## src/rtl/spi_binary_command_front_end_defines.svh

```systemverilog
// Assertion macros for the SPI binary command front end.
// No dependencies; included by the top level, the only file that carries assertions.
`ifndef SPI_BINARY_COMMAND_FRONT_END_DEFINES_SVH
`define SPI_BINARY_COMMAND_FRONT_END_DEFINES_SVH

`ifndef SYNTHESIS

// Same-cycle implication, checked outside reset.
`define SBCFE_ASSERT_IMP(label, clock, reset, cond, expr) \
  label: assert property (@(posedge clock) disable iff (reset) (cond) |-> (expr)) \
    else $error("sbcfe assertion failed");

// Next-cycle implication, checked outside reset.
`define SBCFE_ASSERT_NXT(label, clock, reset, cond, expr) \
  label: assert property (@(posedge clock) disable iff (reset) (cond) |=> (expr)) \
    else $error("sbcfe assertion failed");

`else

`define SBCFE_ASSERT_IMP(label, clock, reset, cond, expr)
`define SBCFE_ASSERT_NXT(label, clock, reset, cond, expr)

`endif

`endif

```

## src/rtl/sbcfe_pkg.sv

```systemverilog
// Types, command codes and tables for the SPI binary command front end.
// No dependencies; used by sbcfe_decode, the top level and the testbench.
package sbcfe_pkg;

  // Longest bulk run after one bulk command.
  localparam int MAX_BULK = 16;
  localparam int BULK_W   = $clog2(MAX_BULK + 1);

  // High-nibble command codes; read commands also tag their reply with them.
  localparam logic [3:0] CMD_SYSTEM     = 4'h0;
  localparam logic [3:0] CMD_BULK       = 4'h1;
  localparam logic [3:0] CMD_NIB_LOW    = 4'h2;
  localparam logic [3:0] CMD_NIB_HIGH   = 4'h3;
  localparam logic [3:0] CMD_PERIPH_SET = 4'h4;
  localparam logic [3:0] CMD_PERIPH_GET = 4'h5;
  localparam logic [3:0] CMD_SPEED_SET  = 4'h6;
  localparam logic [3:0] CMD_SPEED_GET  = 4'h7;
  localparam logic [3:0] CMD_MODE_SET   = 4'h8;
  localparam logic [3:0] CMD_MODE_GET   = 4'h9;

  // Full-byte system commands.
  localparam logic [7:0] SYS_EXIT    = 8'h00;
  localparam logic [7:0] SYS_VERSION = 8'h01;
  localparam logic [7:0] SYS_CS_LOW  = 8'h02;
  localparam logic [7:0] SYS_CS_HIGH = 8'h03;

  localparam logic [7:0] REPLY_OK    = 8'h01;
  localparam logic [7:0] REPLY_ERROR = 8'h00;

  // Number of bytes in the version string.
  localparam int VERSION_LEN = 4;
  localparam int BEAT_W      = $clog2(VERSION_LEN);

  typedef struct packed {
    logic [7:0] host_byte;
    logic [7:0] miso_byte;
  } cmd_t;

  typedef struct packed {
    logic [7:0] reply_byte;
    logic       reply_valid;
    logic       last;
    logic       spi_go;
    logic [7:0] mosi_byte;
    logic [3:0] pin_controls;
    logic [8:0] spi_setup;
    logic       leave_mode;
  } rsp_t;

  // Architectural state of the front end.
  typedef struct packed {
    logic [BULK_W-1:0] bulk_left;
    logic [7:0]        nibble_buffer;
    logic [3:0]        peripheral_readback;
    logic [3:0]        pin_levels;
    logic [2:0]        speed_index;
    logic [3:0]        spi_mode_bits;
    logic [3:0]        config_readback;
  } state_t;

  localparam state_t STATE_RESET = '{
    bulk_left:           '0,
    nibble_buffer:       8'h00,
    peripheral_readback: 4'h0,
    pin_levels:          4'b0001,
    speed_index:         3'd0,
    spi_mode_bits:       4'b1010,
    config_readback:     4'b0010
  };

  // What one decoded item leaves in the result stage.
  typedef struct packed {
    logic [7:0] reply_byte;
    logic       reply_valid;
    logic       spi_go;
    logic [7:0] mosi_byte;
    logic       leave_mode;
    logic       version;
  } desc_t;

  // Prescaler code for each speed setting.
  function automatic logic [4:0] speed_code(input logic [2:0] idx);
    logic [4:0] code;
    case (idx)
      3'd0:    code = 5'b00000;
      3'd1:    code = 5'b11000;
      3'd2:    code = 5'b11100;
      3'd3:    code = 5'b11101;
      3'd4:    code = 5'b00011;
      3'd5:    code = 5'b01000;
      3'd6:    code = 5'b10000;
      default: code = 5'b11000;
    endcase
    return code;
  endfunction

  // Version string "SPI1", one character per beat.
  function automatic logic [7:0] version_char(input logic [BEAT_W-1:0] beat);
    logic [7:0] ch;
    case (beat)
      2'd0:    ch = 8'h53;
      2'd1:    ch = 8'h50;
      2'd2:    ch = 8'h49;
      default: ch = 8'h31;
    endcase
    return ch;
  endfunction

endpackage

```

## src/rtl/sbcfe_decode.sv

```systemverilog
// Command decoder: next state and result descriptor for one host byte.
// Depends on sbcfe_pkg.
module sbcfe_decode (
  input  sbcfe_pkg::state_t cur,
  input  sbcfe_pkg::cmd_t   item,
  output sbcfe_pkg::state_t nxt,
  output sbcfe_pkg::desc_t  res
);
  import sbcfe_pkg::*;

  localparam logic [4:0] BULK_CAP = 5'(MAX_BULK);

  logic [3:0] lo;
  logic [4:0] run_len;
  logic [4:0] run_cap;
  logic [7:0] nib_new_low;

  assign lo          = item.host_byte[3:0];
  assign run_len     = {1'b0, lo} + 5'd1;
  assign run_cap     = (run_len > BULK_CAP) ? BULK_CAP : run_len;
  assign nib_new_low = {cur.nibble_buffer[7:4], lo};

  // Bulk data bypasses the command decoder; otherwise decode the high nibble.
  always_comb begin
    nxt             = cur;
    res             = '0;
    res.reply_valid = 1'b1;
    res.reply_byte  = REPLY_OK;
    if (cur.bulk_left != '0) begin
      nxt.bulk_left  = cur.bulk_left - BULK_W'(1);
      res.reply_byte = item.miso_byte;
      res.spi_go     = 1'b1;
      res.mosi_byte  = item.host_byte;
    end else begin
      unique case (item.host_byte[7:4])
        CMD_SYSTEM: begin
          unique case (item.host_byte)
            SYS_EXIT: begin
              nxt             = STATE_RESET;
              res.reply_byte  = REPLY_ERROR;
              res.reply_valid = 1'b0;
              res.leave_mode  = 1'b1;
            end
            SYS_VERSION: begin
              res.version = 1'b1;
            end
            SYS_CS_LOW: begin
              nxt.pin_levels[0]          = 1'b0;
              nxt.peripheral_readback[0] = 1'b0;
            end
            SYS_CS_HIGH: begin
              nxt.pin_levels[0]          = 1'b1;
              nxt.peripheral_readback[0] = 1'b1;
            end
            default: begin
              res.reply_byte = REPLY_ERROR;
            end
          endcase
        end
        CMD_BULK: begin
          nxt.bulk_left = run_cap[BULK_W-1:0];
        end
        CMD_NIB_LOW: begin
          nxt.nibble_buffer = nib_new_low;
          res.reply_byte    = item.miso_byte;
          res.spi_go        = 1'b1;
          res.mosi_byte     = nib_new_low;
        end
        CMD_NIB_HIGH: begin
          nxt.nibble_buffer = {lo, cur.nibble_buffer[3:0]};
        end
        CMD_PERIPH_SET: begin
          nxt.pin_levels          = lo;
          nxt.peripheral_readback = lo;
        end
        CMD_PERIPH_GET: begin
          res.reply_byte = {CMD_PERIPH_GET, cur.peripheral_readback};
        end
        CMD_SPEED_SET: begin
          nxt.speed_index = item.host_byte[2:0];
        end
        CMD_SPEED_GET: begin
          res.reply_byte = {CMD_SPEED_GET, 1'b0, cur.speed_index};
        end
        CMD_MODE_SET: begin
          nxt.spi_mode_bits   = lo;
          nxt.config_readback = lo;
        end
        CMD_MODE_GET: begin
          res.reply_byte = {CMD_MODE_GET, cur.config_readback};
        end
        default: begin
          res.reply_byte = REPLY_ERROR;
        end
      endcase
    end
  end

endmodule

```

## src/rtl/spi_binary_command_front_end.sv

```systemverilog
// SPI binary command front end: a command item is registered on transfer, then decoded
// into the result register. Throughput is one item per cycle while the receiver does not
// stall; the version command holds the result register for one result per string byte,
// and bulk or single commands give one result each.
// Synchronous active-high reset returns all state to startup values and empties both
// registers; no clearing pass is needed.
module spi_binary_command_front_end (
  input  logic            clk,
  input  logic            rst,
  input  logic            cmd_valid,
  output logic            cmd_stall,
  input  sbcfe_pkg::cmd_t cmd,
  output logic            rsp_valid,
  input  logic            rsp_stall,
  output sbcfe_pkg::rsp_t rsp
);
  import sbcfe_pkg::*;

  `include "spi_binary_command_front_end_defines.svh"

  // Input register.
  logic   in_full;
  cmd_t   in_item;

  // Result register and its beat counter for the version string.
  logic              out_full;
  desc_t             desc;
  logic [BEAT_W-1:0] banner_index;

  state_t state;
  state_t state_next;
  desc_t  desc_next;

  logic last_beat;
  logic out_take;
  logic out_done;
  logic advance;
  logic in_take;

  sbcfe_decode u_decode (
    .cur  (state),
    .item (in_item),
    .nxt  (state_next),
    .res  (desc_next)
  );

  // Handshake control: an item moves on once the result register frees up.
  assign last_beat = !desc.version || (banner_index == BEAT_W'(VERSION_LEN - 1));
  assign out_take  = out_full && !rsp_stall;
  assign out_done  = out_take && last_beat;
  assign advance   = in_full && (!out_full || out_done);
  assign cmd_stall = in_full && !advance;
  assign in_take   = cmd_valid && !cmd_stall;

  always_ff @(posedge clk) begin
    if (rst) begin
      in_full <= 1'b0;
    end else if (in_take) begin
      in_full <= 1'b1;
    end else if (advance) begin
      in_full <= 1'b0;
    end
  end

  always_ff @(posedge clk) begin
    if (in_take) begin
      in_item <= cmd;
    end
  end

  // State and result register update on each decoded item.
  always_ff @(posedge clk) begin
    if (rst) begin
      out_full     <= 1'b0;
      banner_index <= '0;
      state        <= STATE_RESET;
    end else if (advance) begin
      out_full     <= 1'b1;
      banner_index <= '0;
      state        <= state_next;
    end else if (out_done) begin
      out_full <= 1'b0;
    end else if (out_take) begin
      banner_index <= banner_index + BEAT_W'(1);
    end
  end

  always_ff @(posedge clk) begin
    if (advance) begin
      desc <= desc_next;
    end
  end

  // Result fields; pin and setup values come from the state after the item.
  assign rsp_valid = out_full;
  always_comb begin
    rsp.reply_byte   = desc.version ? version_char(banner_index) : desc.reply_byte;
    rsp.reply_valid  = desc.reply_valid;
    rsp.last         = last_beat;
    rsp.spi_go       = desc.spi_go;
    rsp.mosi_byte    = desc.mosi_byte;
    rsp.pin_controls = state.pin_levels;
    rsp.spi_setup    = {state.spi_mode_bits, speed_code(state.speed_index)};
    rsp.leave_mode   = desc.leave_mode;
  end

  // A bulk run never exceeds its limit.
  `SBCFE_ASSERT_IMP(a_bulk_range, clk, rst, 1'b1, state.bulk_left <= BULK_W'(MAX_BULK))
  // Only the version command spreads over several results.
  `SBCFE_ASSERT_IMP(a_multi_version, clk, rst, rsp_valid && !rsp.last, desc.version)
  // An exchange always returns a byte to the host.
  `SBCFE_ASSERT_IMP(a_go_replies, clk, rst, rsp_valid && rsp.spi_go, rsp.reply_valid)
  // The exit result shows startup pins and command mode.
  `SBCFE_ASSERT_IMP(a_exit_reset, clk, rst, rsp_valid && rsp.leave_mode,
                    state.pin_levels == STATE_RESET.pin_levels && state.bulk_left == '0)
  // A non-final beat that is taken steps the version string.
  `SBCFE_ASSERT_NXT(a_beat_step, clk, rst, out_take && !last_beat,
                    out_full && banner_index == $past(banner_index) + BEAT_W'(1))

endmodule

```

## config.mk

```make
export PLATFORM = sky130hd
export DESIGN_NAME = spi_binary_command_front_end
export DESIGN_NICKNAME = d
export VERILOG_FILES = /design/src/rtl/sbcfe_pkg.sv /design/src/rtl/sbcfe_decode.sv /design/src/rtl/spi_binary_command_front_end.sv
export VERILOG_INCLUDE_DIRS = /design/src /design/src/rtl
export SDC_FILE = /design/constraint.sdc
export NUM_CORES = 1
export LEC_CHECK = 0
export ABC_AREA = 0
export BUFFER_PORTS_ARGS = -buffer_cell sky130_fd_sc_hd__buf_4
export CAP_MARGIN = 5
export CORE_UTILIZATION = 51
export DETAILED_ROUTE_END_ITERATION = 7
export PLACE_DENSITY_LB_ADDON = 0.05
export SYNTH_ARGS = -nofsm -noshare
export SYNTH_HDL_FRONTEND = slang
export SYNTH_SLANG_ARGS = --single-unit
```

## constraint.sdc

```tcl
create_clock -name clk -period 2.05 [get_ports clk]
set_input_delay 0.3075 -clock clk [delete_from_list [all_inputs] [get_ports clk]]
set_output_delay 0.3075 -clock clk [all_outputs]
set_load 0.005 [all_outputs]
```

==> results.toml <==
[status]
status = "finished clean"

[timing]
max_slew_margin_pct = 53.6
period_minus_slack_ps = 1980
hold_violations = 0
whs_ps = 132
maxSlewViolCount = 0
finClkSkew_ps = 8.05
worst_pin_slew_ps = 692
finalWorstSetupSlack_ps = 67.8
fin_crit_sh_pct = 96.7
setup_viol = 0
max_freq_ghz = 0.504
finalSetupTns_ps = 0

[drt]
routedLengthMet1_mm = 3.62
dr.pass1.iters = 4
vias = 2702
wirelength_mm = 8.13
postRouteAntennaNets = 0
top_layer = "met4"
routed-wl-met2_mm = 3.90
via_per_inst = 5.62
met3_length_um = 466
drt-initial-drc-count = 197
drc = 0
wl_per_cell_um = 16.9

[synthesis]
synth_top_family_by_area = "simple AND/OR/NAND/NOR gates"
yosys.area_share.adder_pct = 4.19
synth-xor-area-share_pct = 0.534
synthFlopType = "edfxtp_1"
ys_ff_latch = 62
yosys.area_share.simple_pct = 19.9
ys_seq_area_share_pct = 48.8
yosysMostFrequentCell = "edfxtp_1"
yosysTopAreaCellShare_pct = 32.9
yosys.area.top_type = "edfxtp_1"
postSynth.asyncResetShare_pct = 0
synth_edf_count = 36
synth.avg_cell_area_sq_um = 9.95
synthTopCellsByArea = "edfxtp_1 33%, dfxtp_1 16%, buf_4 4.8%, ha_1 4.2%, a21oi_1 3.5%"
syn-instance-count = 330
synth_nets = 361
yosys.cell_types.count = 55
yosys_warnings = 0
synth.mux.area_fraction_pct = 2.59
syn_area_sq_um = 3280
synth_common_cells = "36 x edfxtp_1, 26 x dfxtp_1, 23 x a21oi_1"
synth_compound_area_share_pct = 15.1

[pwr]
p_per_area_nw_per_um2 = 683
ir_worst_vdd_mv = 0.447
power.leakage_nw = 1.66
p_total_mw = 2.82

[cells_and_area]
final_cell_area_sq_um = 4130
num_antenna_cells = 0
fillers = 470
drive_gt1_share_pct = 33.3
final_core_util_pct = 68.1
syn_to_final_growth_pct = 25.7
fin_nets = 432
stdcell_count = 481

[place]
dp_cells = 459
dp_slack_ps = 22.5
post-dp-hpwl_mm = 5.90
place.gp.congestion = 0.931
dpl_cell_area_sq_um = 3840
numPortBuffers = 54

[clocking]
cts.sinks = 62
cts_tree = "built"
htreeDepth = 3
cts_buffer_depth = 2
clk_latency_ps = 350
clkTransAtPathRegs_ps = 70
clock-root-buffer = "clkbuf_8"
hold_buffers = 0
cts_made_buffers = 9

[global_route]
antenna_found_initial = 0
grt_pass1_wl_mm = 12.8
grt_pass1_vias = 2503
grt_util_all_layers_pct = 26.5
grt_max_degree = 29
grt_overflow = 0

[flow_run]
maxCapViolCount = 0

[die]
die_x_um = 82.2
rows = 28
die_h_um = 82.2
core_area_sq_um = 6060
dieArea_sq_um = 6760
start_util_pct = 54.1
io_pins = 55

[critical_path]
arrival_ps = 2220
crit_fanout = 8
end_kind = "flop"
crit_required_ps = 2290
startpoint_type = "flop"
crit_type = "flop to flop"

[min_path]
hold_class = "primary input to flop"
==> final cells by class <==
cell class / count / area, sq um / area share, %
repair buffers: 97 / 732 / 17.7
multi-input cells: 212 / 1440 / 35.0
inverters: 19 / 72.6 / 1.76
clock inverters: 5 / 51.3 / 1.24
flip-flops and latches: 62 / 1600 / 38.8
well taps: 75 / 93.8 / 2.27
clock buffers: 11 / 131 / 3.18
==> critical path, cell delays in order, from the launching register on <==
cell,delay [ps]
dfxtp_1,330
inv_2,80
ha_4,140
or4b_4,460
buf_6,160
buf_4,160
o21a_2,250
a211o_1,260
o41ai_1,60
==> path summary, 6_finish.rpt <==
check | startpoint | to | slack, ps | cells past startpoint
max | state[27]$_SDFFE_PP0P_ | state[27]$_SDFFE_PP0P_ | 70 | 8
min | cmd[3] | in_item[3]$_DFFE_PP_ | 130 | 1
max reg2reg | state[27]$_SDFFE_PP0P_ | state[27]$_SDFFE_PP0P_ | 70 | 8
min reg2reg | in_full$_SDFFE_PP0P_ | rsp_valid$_SDFFE_PP0P_ | 490 | 2
==> power by group <==
group          switching [mW]  internal [mW]  total, mW  leakage, nW
Sequential             0.0339           1.38       1.41        0.558
Clock                   0.481          0.554       1.03       0.0907
Combinational           0.196          0.178      0.374         1.01
Total                   0.711           2.11       2.82         1.66
==> placed cells by master, fill, tap and decap left out, drive strengths merged, types with 3 or more instances in the layout <==
master  netlist  routed
nand2        19      19
nand4         3       3
a22o          7       7
or3           3       3
clkinv        1       4
a22oi         3       3
o21bai        3       3
mux2i         4       4
nand2b        6       6
o21ai        18      18
buf          26      97
nor4          4       4
ha           11      11
inv          18      18
dfxtp        26      26
a31oi         6       6
and2          4       4
or2           4       4
edfxtp       36      36
nor2b        11      11
clkbuf       11      11
a21oi        24      24
nor3         11      11
nand3b        5       5
nand3        11      11
nor2         19      19
mux2          4       4
nor3b         5       5
==> flip-flops by register name (all words and copies together) (netlist names) <==
register	flops
state	17
in_item	16
rsp	16
desc	9
banner_index	2
in_full	1
rsp_valid	1
==> cells by family after synthesis <==
group                    after synthesis
AND/OR/NAND/NOR                      114
XOR/XNOR                               2
buffers and inverters                 56
multiplexers                           8
flip-flops                            62
adder cells (fa/ha/maj)               11
AO/OA/AOI/OAI                         77
==> what timing repair did <==
item,4_1_cts,5_1_grt
endpoints found under the hold margin,0,0
buffers inserted,0,6
endpoints found under the setup margin,0,36
gates resized for setup,0,17
==> per-layer routing <==
| metal | vias up | global-route usage (%) |
|---|---|---|
| met5 | - | 0 |
| met3 | 13 | 4.40 |
| met1 | 1276 | 35.4 |
| met2 | 102 | 42.5 |
| met4 | 0 | 10.7 |
| li1 | 1311 | - |
(Power assumes the default switching activity.)
